===== config.mk =====
export PLATFORM = sky130hd
export DESIGN_NAME = edge_trigger_frame_capture_unit
export DESIGN_NICKNAME = d
export VERILOG_FILES = /design/src/etfc_pkg.sv /design/src/etfc_cfg.sv /design/src/etfc_trig.sv /design/src/etfc_out.sv /design/src/edge_trigger_frame_capture_unit.sv
export SDC_FILE = /design/constraint.sdc
export NUM_CORES = 1
export LEC_CHECK = 0
export ABC_AREA = 0
export BUFFER_PORTS_ARGS = -buffer_cell sky130_fd_sc_hd__clkbuf_2
export CAP_MARGIN = 10
export CORE_MARGIN = 1
export CORE_UTILIZATION = 58
export CTS_BUF_LIST = sky130_fd_sc_hd__clkbuf_16
export CTS_CLUSTER_DIAMETER = 150
export DETAILED_ROUTE_END_ITERATION = 12
export GPL_TIMING_DRIVEN = 0
export PLACE_DENSITY = 0.88
export REMOVE_ABC_BUFFERS = 1
export SLEW_MARGIN = 20
export SYNTH_ARGS = -nofsm -noshare
export SYNTH_HDL_FRONTEND = slang
export SYNTH_SLANG_ARGS = --single-unit

===== constraint.sdc =====
create_clock -name clk -period 10 [get_ports clk]
set_input_delay 0.5 -clock clk [delete_from_list [all_inputs] [get_ports clk]]
set_output_delay 0.5 -clock clk [all_outputs]
set_load 0.01 [all_outputs]

===== src/etfc_pkg.sv =====
package etfc_pkg;

  // Sample and counter widths
  localparam int SAMPLE_BITS   = 12;
  localparam int CNT_BITS      = 20;
  localparam int CFG_IDX_BITS  = 3;
  localparam int CFG_DATA_BITS = 20;

  // Stream payload widths, padded to whole bytes
  localparam int IN_FIELD_BITS  = 4 * SAMPLE_BITS;
  localparam int IN_DATA_BITS   = ((IN_FIELD_BITS + 7) / 8) * 8;
  localparam int OUT_FIELD_BITS = CNT_BITS + 4 * SAMPLE_BITS;
  localparam int OUT_DATA_BITS  = ((OUT_FIELD_BITS + 7) / 8) * 8;

  localparam logic [CNT_BITS-1:0] CNT_MAX = {CNT_BITS{1'b1}};

  // Register reset values
  localparam logic [SAMPLE_BITS-1:0] RST_TRIGGER_LEVEL = SAMPLE_BITS'(2048);
  localparam logic [CNT_BITS-1:0]    RST_AUTO_TIMEOUT  = CNT_BITS'(5000);
  localparam logic [CNT_BITS-1:0]    RST_FRAME_LENGTH  = CNT_BITS'(1000);

  // Configuration register indexes
  typedef enum logic [CFG_IDX_BITS-1:0] {
    REG_TRIGGER_LEVEL = 3'd0,
    REG_RISING_EDGE   = 3'd1,
    REG_AUTO_MODE     = 3'd2,
    REG_AUTO_TIMEOUT  = 3'd3,
    REG_FRAME_LENGTH  = 3'd4,
    REG_DUAL_CHANNEL  = 3'd5
  } cfg_reg_t;

  typedef struct packed {
    logic [SAMPLE_BITS-1:0] trigger_level;
    logic                   rising_edge;
    logic                   auto_mode;
    logic [CNT_BITS-1:0]    auto_timeout_samples;
    logic [CNT_BITS-1:0]    frame_length;
    logic                   dual_channel;
  } cfg_t;

  typedef struct packed {
    logic [SAMPLE_BITS-1:0] ch1_raw;
    logic [SAMPLE_BITS-1:0] ch1_filtered;
    logic [SAMPLE_BITS-1:0] ch2_raw;
    logic [SAMPLE_BITS-1:0] ch2_filtered;
    logic                   ch2_present;
  } sample_t;

  typedef struct packed {
    logic [CNT_BITS-1:0]    sample_index;
    logic [SAMPLE_BITS-1:0] out_ch1_raw;
    logic [SAMPLE_BITS-1:0] out_ch1_filtered;
    logic [SAMPLE_BITS-1:0] out_ch2_raw;
    logic [SAMPLE_BITS-1:0] out_ch2_filtered;
    logic                   out_ch2_valid;
    logic                   frame_last;
  } result_t;

  // Handshake between the trigger stage and the output register
  typedef struct packed {
    logic valid;
  } res_hs_t;

endpackage


===== src/etfc_cfg.sv =====
module etfc_cfg import etfc_pkg::*; (
  input  logic                     clk,
  input  logic                     rst,
  input  logic                     cfg_wen,
  input  logic [CFG_IDX_BITS-1:0]  cfg_index,
  input  logic [CFG_DATA_BITS-1:0] cfg_wdata,
  output cfg_t                     cfg
);

  // Write one register per enabled cycle; unknown indexes are dropped
  always_ff @(posedge clk) begin
    if (rst) begin
      cfg.trigger_level        <= RST_TRIGGER_LEVEL;
      cfg.rising_edge          <= 1'b1;
      cfg.auto_mode            <= 1'b1;
      cfg.auto_timeout_samples <= RST_AUTO_TIMEOUT;
      cfg.frame_length         <= RST_FRAME_LENGTH;
      cfg.dual_channel         <= 1'b0;
    end else if (cfg_wen) begin
      unique case (cfg_reg_t'(cfg_index))
        REG_TRIGGER_LEVEL: cfg.trigger_level        <= cfg_wdata[SAMPLE_BITS-1:0];
        REG_RISING_EDGE:   cfg.rising_edge          <= cfg_wdata[0];
        REG_AUTO_MODE:     cfg.auto_mode            <= cfg_wdata[0];
        REG_AUTO_TIMEOUT:  cfg.auto_timeout_samples <= cfg_wdata[CNT_BITS-1:0];
        REG_FRAME_LENGTH:  cfg.frame_length         <= cfg_wdata[CNT_BITS-1:0];
        REG_DUAL_CHANNEL:  cfg.dual_channel         <= cfg_wdata[0];
        default: ;
      endcase
    end
  end

endmodule


===== src/etfc_trig.sv =====
module etfc_trig import etfc_pkg::*; (
  input  logic    clk,
  input  logic    rst,
  input  cfg_t    cfg,
  input  logic    in_valid,
  output logic    in_ready,
  input  sample_t in_smp,
  output res_hs_t res_hs_o,
  input  logic    res_ready,
  output result_t res
);

  // Input register
  logic    smp_valid;
  sample_t smp;

  // Trigger state
  logic                   collecting;
  logic [SAMPLE_BITS-1:0] previous_raw;
  logic [CNT_BITS-1:0]    wait_count;
  logic [CNT_BITS-1:0]    capture_count;

  logic                edge_hit;
  logic                wait_upd;
  logic [CNT_BITS-1:0] wait_inc;
  logic [CNT_BITS-1:0] wait_eff;
  logic                fire;
  logic                active;
  logic [CNT_BITS-1:0] cap_base;
  logic [CNT_BITS-1:0] cap_inc;
  logic                last;
  logic                valid2;
  logic                advance;

  // Edge and auto trigger decision
  always_comb begin
    if (cfg.rising_edge) begin
      edge_hit = (previous_raw < cfg.trigger_level) && (smp.ch1_raw >= cfg.trigger_level);
    end else begin
      edge_hit = (previous_raw > cfg.trigger_level) && (smp.ch1_raw <= cfg.trigger_level);
    end
    wait_upd = !collecting && !edge_hit && cfg.auto_mode;
    wait_inc = (wait_count != CNT_MAX) ? wait_count + CNT_BITS'(1) : wait_count;
    wait_eff = wait_upd ? wait_inc : wait_count;
    fire     = !collecting && (edge_hit || (wait_upd && (wait_inc > cfg.auto_timeout_samples)));
    active   = collecting || fire;
    cap_base = fire ? '0 : capture_count;
    cap_inc  = cap_base + CNT_BITS'(1);
    // A wrapped count also closes the frame, so a zero length acts as one
    last     = active && ((cap_inc >= cfg.frame_length) || (cap_inc == '0));
    valid2   = cfg.dual_channel && smp.ch2_present;
  end

  // Build the result beat
  always_comb begin
    res.sample_index     = cap_base;
    res.out_ch1_raw      = smp.ch1_raw;
    res.out_ch1_filtered = smp.ch1_filtered;
    res.out_ch2_raw      = valid2 ? smp.ch2_raw : '0;
    res.out_ch2_filtered = valid2 ? smp.ch2_filtered : '0;
    res.out_ch2_valid    = valid2;
    res.frame_last       = last;
  end

  // Advance when the sample drops or the output slot is free
  assign advance        = smp_valid && (!active || res_ready);
  assign in_ready       = !smp_valid || advance;
  assign res_hs_o.valid = smp_valid && active;

  // Load the input register
  always_ff @(posedge clk) begin
    if (rst) begin
      smp_valid <= 1'b0;
    end else if (in_ready) begin
      smp_valid <= in_valid;
    end
  end

  always_ff @(posedge clk) begin
    if (in_ready && in_valid) begin
      smp <= in_smp;
    end
  end

  // Update trigger state as each sample leaves the input register
  always_ff @(posedge clk) begin
    if (rst) begin
      collecting    <= 1'b0;
      previous_raw  <= '0;
      wait_count    <= '0;
      capture_count <= '0;
    end else if (advance) begin
      collecting <= active && !last;
      wait_count <= last ? '0 : wait_eff;
      if (active) begin
        capture_count <= cap_inc;
      end
      if (!last) begin
        previous_raw <= smp.ch1_raw;
      end
    end
  end

endmodule


===== src/etfc_out.sv =====
module etfc_out import etfc_pkg::*; (
  input  logic                     clk,
  input  logic                     rst,
  input  res_hs_t                  res_hs_i,
  output logic                     res_ready,
  input  result_t                  res,
  output logic                     m_tvalid,
  input  logic                     m_tready,
  output logic [OUT_DATA_BITS-1:0] m_tdata,
  output logic                     m_tuser,
  output logic                     m_tlast
);

  result_t res_q;

  // Slot frees as the waiting beat is taken
  assign res_ready = !m_tvalid || m_tready;

  always_ff @(posedge clk) begin
    if (rst) begin
      m_tvalid <= 1'b0;
    end else if (res_ready) begin
      m_tvalid <= res_hs_i.valid;
    end
  end

  // Hold the payload while stalled
  always_ff @(posedge clk) begin
    if (res_ready && res_hs_i.valid) begin
      res_q <= res;
    end
  end

  // Pack fields from the lowest bit up
  assign m_tdata = {(OUT_DATA_BITS - OUT_FIELD_BITS)'(0),
                    res_q.out_ch2_filtered, res_q.out_ch2_raw,
                    res_q.out_ch1_filtered, res_q.out_ch1_raw,
                    res_q.sample_index};
  assign m_tuser = res_q.out_ch2_valid;
  assign m_tlast = res_q.frame_last;

endmodule


===== src/edge_trigger_frame_capture_unit.sv =====
// Edge trigger with auto mode for a sampling front end. One sample beat is
// taken every cycle unless m_tready holds the output; a captured sample passes
// through an input register and an output register before it is offered on the
// master side. The trigger state is updated once per sample in a single pass,
// so the sustained rate is one sample per cycle, limited only by m_tready, which
// reaches s_tready combinationally. Write configuration only while no sample
// is in flight.
module edge_trigger_frame_capture_unit import etfc_pkg::*; (
  input  logic                     clk,
  input  logic                     rst,
  input  logic                     cfg_wen,
  input  logic [CFG_IDX_BITS-1:0]  cfg_index,
  input  logic [CFG_DATA_BITS-1:0] cfg_wdata,
  input  logic                     s_tvalid,
  output logic                     s_tready,
  // ch1_raw, ch1_filtered, ch2_raw, ch2_filtered
  input  logic [IN_DATA_BITS-1:0]  s_tdata,
  // ch2_present
  input  logic                     s_tuser,
  output logic                     m_tvalid,
  input  logic                     m_tready,
  // sample_index, out_ch1_raw, out_ch1_filtered, out_ch2_raw, out_ch2_filtered, pad
  output logic [OUT_DATA_BITS-1:0] m_tdata,
  // out_ch2_valid
  output logic                     m_tuser,
  // frame_last
  output logic                     m_tlast
);

  cfg_t    cfg;
  sample_t in_smp;
  result_t res;
  res_hs_t res_hs;
  logic    res_ready;

  // Unpack the sample beat
  always_comb begin
    in_smp.ch1_raw      = s_tdata[SAMPLE_BITS-1:0];
    in_smp.ch1_filtered = s_tdata[2*SAMPLE_BITS-1:SAMPLE_BITS];
    in_smp.ch2_raw      = s_tdata[3*SAMPLE_BITS-1:2*SAMPLE_BITS];
    in_smp.ch2_filtered = s_tdata[4*SAMPLE_BITS-1:3*SAMPLE_BITS];
    in_smp.ch2_present  = s_tuser;
  end

  etfc_cfg u_cfg (
    .clk       (clk),
    .rst       (rst),
    .cfg_wen   (cfg_wen),
    .cfg_index (cfg_index),
    .cfg_wdata (cfg_wdata),
    .cfg       (cfg)
  );

  etfc_trig u_trig (
    .clk       (clk),
    .rst       (rst),
    .cfg       (cfg),
    .in_valid  (s_tvalid),
    .in_ready  (s_tready),
    .in_smp    (in_smp),
    .res_hs_o  (res_hs),
    .res_ready (res_ready),
    .res       (res)
  );

  etfc_out u_out (
    .clk       (clk),
    .rst       (rst),
    .res_hs_i  (res_hs),
    .res_ready (res_ready),
    .res       (res),
    .m_tvalid  (m_tvalid),
    .m_tready  (m_tready),
    .m_tdata   (m_tdata),
    .m_tuser   (m_tuser),
    .m_tlast   (m_tlast)
  );

endmodule


After elaboration in Yosys (flattened, before gate mapping). Index checks and enable logic that the tools add are counted.

Bits in registers: 229. Latch bits: 0. Memory bits (writable): 0. Memory bits (read-only): 0. Bits of input ports: 77. Output and inout port bits: 76. Word-level logic and storage cells: 81. Memories kept: 0.

$add $sub $neg: 2. Multipliers: 0. Div/mod/pow operators: 0. $lt $le $gt $ge: 6. Eq/ne operators: 6. Shifts and indexed selects: 0. Multiplexer cells: 5. Bitwise operators: 1. Reduce and logical (&&, ||, !) cells: 37.

Operators by type and width (number): 20-bit two-way mux (4); 20-bit by 1-bit adder with 20-bit output, second input constant (2); 20-bit greater-or-equal comparator (1); 20-bit greater-than comparator (1); 20-bit zero test (1); 20-bit != test, second input constant (1); 2-bit AND reduction (9); 1-bit logical AND (13); 12-bit greater-or-equal comparator (1); 12-bit greater-than comparator (1); 12-bit less-or-equal comparator (1); 12-bit less-than comparator (1); 3-bit by 2-bit == test with 1-bit output, second input constant (2); 3-bit == test, second input constant (2); 1-bit zero test (6); 1-bit logical OR (6); 3-bit by 1-bit == test with 1-bit output, second input constant (1); 3-bit zero test (1); 2-bit nonzero test (1); 1-bit two-way mux (1); 1-bit inverter (1).

Depth between registers and ports, before layout. Gate-level depths: netlist of the first run.

Depth in word-level cells: 16. Depth in mapped cells: 38.

Hierarchy. From an unflattened synthesis of the first run, not the netlist that was laid out.

Cell total of the unflattened synthesis: 1125. Area, all modules: 11700.0 um^2.

By module, submodules not included: etfc_trig (times used 1, cells each 827, area each 7219.4 um^2, seq. area each 2552.4 um^2); etfc_cfg (times used 1, cells each 218, area each 2289.7 um^2, seq. area each 1101.1 um^2); etfc_out (times used 1, cells each 80, area each 2190.9 um^2, seq. area each 2122.0 um^2).

Least setup slack after synthesis of the first run. OpenSTA, ideal clock, no wires.

Path kind: reg-to-reg. Start: register u_trig.wait_count[8]. End: register u_trig.wait_count[0]. Library setup time: 58 ps. Arrival time: 7732 ps. Path slack: 2211 ps. Stages on the path, launching flop included: 38. Path buffers: 5. Cells stage by stage: dfxtp_1 -> inv_1 -> or4_1 -> or4b_2 -> clkbuf_1 -> nand2_1 -> inv_1 -> nand2_1 -> or3_1 -> nand2_1 -> ha_1 -> inv_1 -> nor4_1 -> a22oi_1 -> nand3_1 -> o2111ai_1 -> and2_1 -> nor2_1 -> [2 not listed] -> ha_1 -> buf_2 -> nand4_1 -> or4_1 -> clkbuf_2 -> or2_2 -> a21oi_1 -> ha_1 -> a21o_1 -> a21oi_1 -> nand3_1 -> a41o_1 -> a221o_1 -> a22o_1 -> nor4b_4 -> buf_6 -> nor3b_2 -> a211o_1.

RTL lines: start: declaration (line etfc_trig.sv:20) `logic [CNT_BITS-1:0] wait_count;`; start signal: assignment (line etfc_trig.sv:94) `wait_count <= last ? '0 : wait_eff;`.

==> flow_summary_export.csv, run 1 <==
group,metric,value,unit
setup_path,endpoint_kind,"register",
power_and_ir_drop,seq_power_share,0.497,
setup_path,critPathRequiredTime,10450,ps
synth,synth-warning-count,0,
grt,first_global_vias,7911,
synth,post_synth_inst_count,1071,
synth,syn_area_per_cell,10.1,µm²
setup_path,startpoint_type,"register",
grt,antenna_violations_before_repair,0,
hold_path,min_path_type,"in2reg",
power_and_ir_drop,switchingPower,0.470,mW
placement,globalplace.congestion,0.930,
timing,worst_pin_slew,846,ps
clocking,tritoncts,"built",
layout,post_route_cells_drive_above_1_share,0.177,
layout,post-route-cell-area,12500,µm²
clocking,cts_root_buf,"sky130_fd_sc_hd__clkbuf_16",
routing,vias,8239,
timing,fin_tns_setup,0,ps
routing,totalWireLength,23600,µm
timing,period_minus_slack,9300,ps
routing,post_drt_wl_per_cell,16.4,µm
grt,global_route.usage.total,0.246,
placement,final_hpwl_from_detailed_placement,16400,µm
synth,synth_flop_cell,"sky130_fd_sc_hd__edfxtp_1",
timing,achievable-frequency,108,MHz
floorplanning,core,18100,µm²
routing,first_iter_violations,631,
setup_path,crit_buf_inv,4,
timing,timing.clock.skew,16.7,ps
synth,post_synthesis_async_set_or_reset_flop_share,0,
setup_path,cp_slowest_stage_delay,790,ps
synth,synth.yosys.seq_area_share,0.534,
placement,post_placement_setup_slack,676,ps
timing,final-setup-viol-count,0,
synth,ys_types,67,
clocking,worst_setup_hold_path_clk_slew,70,ps
synth,yosys_register_bits,229,
timing,fraction_of_the_cycle_the_final_worst_path_needs,0.930,
timing,timing.slew.headroom,0.433,
setup_path,critical-path-slowest-cell,"sky130_fd_sc_hd__or4b_2",
clocking,cts-buffers-inserted,23,
layout,finalCoreUtilization,0.688,
status,violations,"design-rule violations",
floorplanning,start_util,0.596,
status,status,"finished with violations",
grt,globalRouteOverflowTotal,0,
routing,drtPass1Iterations,9,
placement,portBuffers,148,
routing,route.antenna.remaining_nets,0,
floorplanning,die_area,19200,µm²
floorplanning,io_pins,153,
power_and_ir_drop,pwr_density_cell,168,nW/µm²
setup_path,crit_type,"reg2reg",
layout,antenna-diode-count,0,
clocking,cts_htree_levels,1,
synth,mappedNetlistArea,10800,µm²
setup_path,path_delay_family,"simple AND/OR/NAND/NOR gates",
power_and_ir_drop,peakVddDrop,0.178,mV
setup_path,worst-endpoint-arrival,9750,ps
power_and_ir_drop,pwr-share-clk,0.425,
timing,rsz0062_at_grt,"false",
flow_run,cap_violations,0,
routing,via_per_inst,5.73,
layout,final_stage_net_count,1336,
timing,postLayoutSetupSlackWorst,704,ps
power_and_ir_drop,comb_power_share,0.078,
power_and_ir_drop,leakagePower,5.22,nW
power_and_ir_drop,power.internal,1.63,mW
power_and_ir_drop,power_switching_share,0.223,
synth,edff_count_synth,119,
setup_path,max_fanout_on_critical_path,18,
clocking,clock_path_buffers,3,
routing,detail_route.drc_violations,21,
floorplanning,floorplan.die.width,139,µm
grt,pin_count_of_the_biggest_net_entering_global_routing,55,
timing,timing_max_transition_violations_final,0,
layout,layout_overhead_on_the_synthesized_area,15.4,%
clocking,clkLatencyLatePin,510,ps
placement,place_area,11700,µm²
timing,hold_violations,0,
grt,grt_first_pass_wirelength,38400,µm
floorplanning,row_count,49,
clocking,cts.sink_count,229,
clocking,cts_hold_buf,0,
floorplanning,die_h,139,µm
[layout make-up]
class	count	area (µm²)
sequential	229	5780
fill	1331	5660
multi-input combinational	714	4530
timing repair buffer	156	847
clock buffer	23	576
tap	229	287
inverter	69	262
clock inverter	17	206
[placed cells by master (no fill, tap or decap), types with 17 or more instances in the layout]
cell,synthesis,final
sky130_fd_sc_hd__edfxtp_1,119,119
sky130_fd_sc_hd__nor2_1,89,88
sky130_fd_sc_hd__clkbuf_16,0,23
sky130_fd_sc_hd__ha_1,66,66
sky130_fd_sc_hd__a21oi_1,88,88
sky130_fd_sc_hd__nand3_1,30,30
sky130_fd_sc_hd__clkbuf_2,2,147
sky130_fd_sc_hd__nor3_1,20,17
sky130_fd_sc_hd__nand2_1,132,132
sky130_fd_sc_hd__xnor2_1,20,20
sky130_fd_sc_hd__o21ai_0,19,19
sky130_fd_sc_hd__inv_1,68,69
sky130_fd_sc_hd__nor2b_1,24,24
sky130_fd_sc_hd__and3_1,40,40
sky130_fd_sc_hd__dfxtp_1,110,110
sky130_fd_sc_hd__nand4_1,17,17
[sequential cells by signal, summed over array words and instances, names as in the netlist]
name	count
u_out.m_tuser	1
u_trig.collecting	1
u_cfg.cfg	55
u_trig.capture_count	20
u_out.m_tvalid	1
u_trig.smp_valid	1
u_trig.wait_count	20
u_trig.smp	25
u_trig.res	24
u_out.m_tlast	1
u_out.m_tdata	68
u_trig.previous_raw	12
[power by group through the flow]
stage / combinational (mW) / sequential (mW) / clock [mW]
after global routing: 0.179 / 1.05 / 0.947
after detailed placement: 0.157 / 1.07 / 0
after global placement: 0.145 / 1.07 / 0
final: 0.163 / 1.05 / 0.894
after floorplan: 0.0796 / 1.07 / 0
after CTS: 0.159 / 1.05 / 0.908
[layer usage]
layer  part of all wire  global-route usage  vias to the layer above
met5                  0                   0                        -
met4              0.030              0.0982                        0
met3              0.056              0.0356                       63
met2               0.50               0.435                      278
met1               0.41               0.302                     3861
li1                   -                   -                     4037
[stage by stage]
step                      hold WS (ps)  power (mW)  std cells
after floorplan                    400        1.15       1011
after global placement             401        1.21       1388
after detailed placement           405        1.22       1393
after CTS                          153        2.11       1433
after global routing               148        2.17       1437
final                              167        2.10       1437
[timing repair]
action | CTS | global route
resized for setup | 0 | 0
setup endpoints to repair | 0 | 6
endpoints found under the hold margin | 0 | 0
setup buffers | 0 | 2
[synth_stat cells, types with 11 or more instances]
cell / count / share of area
sky130_fd_sc_hd__nor2_1: 89 / 0.031
sky130_fd_sc_hd__nor2b_1: 24 / 0.014
sky130_fd_sc_hd__nand3_1: 30 / 0.014
sky130_fd_sc_hd__buf_2: 11 / 0.0051
sky130_fd_sc_hd__nand2_1: 132 / 0.046
sky130_fd_sc_hd__o21ai_0: 19 / 0.0088
sky130_fd_sc_hd__a211o_1: 12 / 0.0097
sky130_fd_sc_hd__a21oi_1: 88 / 0.041
sky130_fd_sc_hd__mux2i_1: 12 / 0.011
sky130_fd_sc_hd__nor3_1: 20 / 0.0093
sky130_fd_sc_hd__dfxtp_1: 110 / 0.20
sky130_fd_sc_hd__edfxtp_1: 119 / 0.33
sky130_fd_sc_hd__xnor2_1: 20 / 0.016
sky130_fd_sc_hd__clkbuf_1: 42 / 0.015
sky130_fd_sc_hd__ha_1: 66 / 0.076
sky130_fd_sc_hd__and3_1: 40 / 0.023
sky130_fd_sc_hd__a22o_1: 12 / 0.0097
sky130_fd_sc_hd__nand4_1: 17 / 0.0098
sky130_fd_sc_hd__inv_1: 68 / 0.024
[cell families (layout without fill, tap and decap cells)]
logic type	after synthesis	count (layout)	synth area share
AO/OA/AOI/OAI	198	198	0.120
flip-flops	229	229	0.534
multiplexers	15	15	0.0142
buffers and inverters	132	265	0.0508
adder cells (fa/ha/maj)	66	66	0.0764
AND/OR/NAND/NOR	400	401	0.180
other	1	4	0.000347
XOR/XNOR	30	30	0.0243
[worst register-to-register path, delay by kind of cell, from the launching register on]
kind                       cells  cell delay, ps
DFF                            1             440
AOI/OAI and AO/OA              9            2400
and+or+nand+nor               18            4930
buffers and inverters          4             570
adders and majority gates      3             910
[final timing paths]
| check | from | endpoint | cells after the start | slack [ps] |
|---|---|---|---|---|
| worst max-delay path | u_trig.wait_count[3] | u_trig.wait_count[0] | 34 | 700 |
| worst min-delay path | s_tdata[11] | u_trig.res[49] | 1 | 170 |
| worst max register to register | u_trig.wait_count[3] | u_trig.wait_count[0] | 34 | 700 |
| worst min register to register | u_trig.res[32] | u_out.m_tdata[38] | 0 | 420 |
(Power assumes the default switching activity.)
==> inputs of run 2 (changes only) <==
- PLACE_DENSITY: 0.88 -> 0.84
==> run 2 against run 1 <==
  * Hold slack worse by 9.8 ps
  * Count of clock-buffer cells in the layout up 2
  * Critical path depth down 1
  * The flow still finishes with violations (design-rule violations)
  * Critical endpoint is now u_trig.wait_count[14]
  * Combinational power about the same
  * Cell count up 0.28%
  * Sequential share of layout area about the same
  * Sequential power about the same
  * Setup slack worse by 130 ps
  * Power down 1.4%
==> flow_summary_export.csv, run 2 (synthesis results as in run 1) <==
group,metric,value,unit
timing,timing.slew.headroom,0.456,
setup_path,critical-path-slowest-cell,"sky130_fd_sc_hd__or4b_2",
status,violations,"design-rule violations",
status,status,"finished with violations",
floorplanning,start_util,0.596,
setup_path,crit_buf_inv,4,
setup_path,timing.critical_path.from,"u_trig.wait_count[3]",
routing,route.antenna.remaining_nets,0,
clocking,cts_htree_levels,1,
routing,first_iter_violations,530,
timing,timing_max_transition_violations_final,0,
flow_run,cap_violations,0,
setup_path,crit_type,"reg2reg",
floorplanning,die_area,19200,µm²
layout,finalCoreUtilization,0.688,
layout,mostFrequentLayoutCell,"sky130_fd_sc_hd__clkbuf_2",
layout,final_stage_net_count,1337,
routing,via_per_inst,5.69,
grt,globalRouteOverflowTotal,0,
timing,period_minus_slack,9430,ps
placement,post_placement_setup_slack,400,ps
routing,drtPass1Iterations,9,
setup_path,timing.reg2reg.setup_slack,570,ps
grt,antenna_violations_before_repair,0,
floorplanning,row_count,49,
setup_path,endpoint_kind,"register",
floorplanning,io_pins,153,
routing,vias,8198,
timing,rsz0062_at_grt,"false",
timing,achievable-frequency,106,MHz
setup_path,regToRegEndpoint,"u_trig.wait_count[14]",
setup_path,r2r_cells,33,
power_and_ir_drop,peakVddDrop,0.150,mV
routing,detail_route.drc_violations,23,
clocking,clkLatencyLatePin,520,ps
clocking,clock_path_buffers,3,
setup_path,critPathRequiredTime,10450,ps
placement,portBuffers,148,
setup_path,crit_path_end,"u_trig.wait_count[14]",
setup_path,max_fanout_on_critical_path,36,
routing,post_drt_wl_per_cell,15.9,µm
timing,worst_pin_slew,814,ps
timing,timing.clock.skew,18.2,ps
grt,grt_first_pass_wirelength,37400,µm
setup_path,cp_slowest_stage_delay,790,ps
setup_path,cp.depth,33,
clocking,worst_setup_hold_path_clk_slew,60,ps
timing,final-setup-viol-count,0,
floorplanning,floorplan.die.width,139,µm
placement,final_hpwl_from_detailed_placement,16100,µm
grt,pin_count_of_the_biggest_net_entering_global_routing,55,
layout,layout_overhead_on_the_synthesized_area,15.4,%
floorplanning,core,18100,µm²
clocking,tritoncts,"built",
grt,global_route.usage.total,0.240,
timing,fraction_of_the_cycle_the_final_worst_path_needs,0.943,
clocking,cts_root_buf,"sky130_fd_sc_hd__clkbuf_16",
clocking,cts.sink_count,229,
hold_path,min_path_type,"in2reg",
timing,hold_violations,0,
layout,post-route-cell-area,12500,µm²
setup_path,startpoint_type,"register",
layout,antenna-diode-count,0,
power_and_ir_drop,pwr_density_cell,166,nW/µm²
routing,totalWireLength,22900,µm
power_and_ir_drop,leakagePower,5.20,nW
setup_path,path_delay_family,"simple AND/OR/NAND/NOR gates",
layout,post_route_cells_drive_above_1_share,0.179,
setup_path,worst-endpoint-arrival,9880,ps
layout,max_reg_flops,68,
placement,globalplace.congestion,0.938,
setup_path,timing.rr.start,"u_trig.wait_count[3]",
grt,first_global_vias,7922,
clocking,cts-buffers-inserted,24,
floorplanning,die_h,139,µm
timing,postLayoutSetupSlackWorst,572,ps
placement,place_area,11700,µm²
layout,most-common-layout-cells,"sky130_fd_sc_hd__clkbuf_2 (147), sky130_fd_sc_hd__nand2_1 (132), sky130_fd_sc_hd__edfxtp_1 (119), sky130_fd_sc_hd__dfxtp_1 (110)",
run 2: cell types whose count changed in the layout (fill, tap and decap cells not counted):
cell                         previous run  this run
sky130_fd_sc_hd__clkinvlp_4             0         6
sky130_fd_sc_hd__buf_4                  3         6
sky130_fd_sc_hd__bufinv_16              5         2
sky130_fd_sc_hd__buf_6                  3         1
sky130_fd_sc_hd__clkbuf_16             23        25
sky130_fd_sc_hd__clkinv_2               5         3
sky130_fd_sc_hd__clkinv_1               4         5
sky130_fd_sc_hd__clkinv_4               0         1
sky130_fd_sc_hd__inv_6                  1         0
sky130_fd_sc_hd__nor2_2                 1         0
run 2: power breakdown:
part           internal (mW)  leakage (nW)  total [mW]  switching [mW]
clock network          0.506         0.372       0.867           0.362
registers               1.03          2.01        1.04          0.0175
logic                 0.0589          2.81       0.161           0.102
run 2: area by class of cell:
type                            instances  area (µm²)
Sequential cell                       229        5780
Clock buffer                           25         626
Clock inverter                         19         155
Fill cell                            1323        5670
Inverter                               69         262
Timing Repair Buffer                  157         847
Tap cell                              229         287
Multi-Input combinational cell        713        4530
run 2: worst min-delay path by stage:
stage / from / end / slack [ps] / depth (start not counted)
global placement: u_trig.res[31] / u_out.m_tdata[37] / 400 / 0
floorplan: u_trig.res[26] / u_out.m_tdata[32] / 400 / 0
finish: s_tdata[21] / u_trig.res[35] / 160 / 1
CTS: s_tdata[21] / u_trig.res[35] / 140 / 1
detailed placement: u_trig.res[30] / u_out.m_tdata[36] / 410 / 0
global route: s_tdata[12] / u_trig.res[26] / 140 / 1
run 2: metrics by stage:
step	instances	total power, mW	TNS (ps)	hold WS [ps]
global placement	1388	1.21	-25960	402
CTS	1437	2.08	0	145
finish	1441	2.07	0	157
floorplan	1011	1.15	0	400
global route	1441	2.14	0	141
detailed placement	1393	1.22	0	405
run 2: metal layers:
| metal | vias up | part of all wire | global-route usage |
|---|---|---|---|
| met1 | 3845 | 0.42 | 0.292 |
| met3 | 59 | 0.053 | 0.0290 |
| met5 | - | 0 | 0 |
| met2 | 250 | 0.50 | 0.430 |
| li1 | 4044 | - | - |
| met4 | 0 | 0.034 | 0.102 |
run 2: what timing repair did:
action                     4_1_cts  5_1_grt
gates resized for setup          0        0
hold buffers                     0        0
buffers inserted                 0        3
setup endpoints to repair        0       11
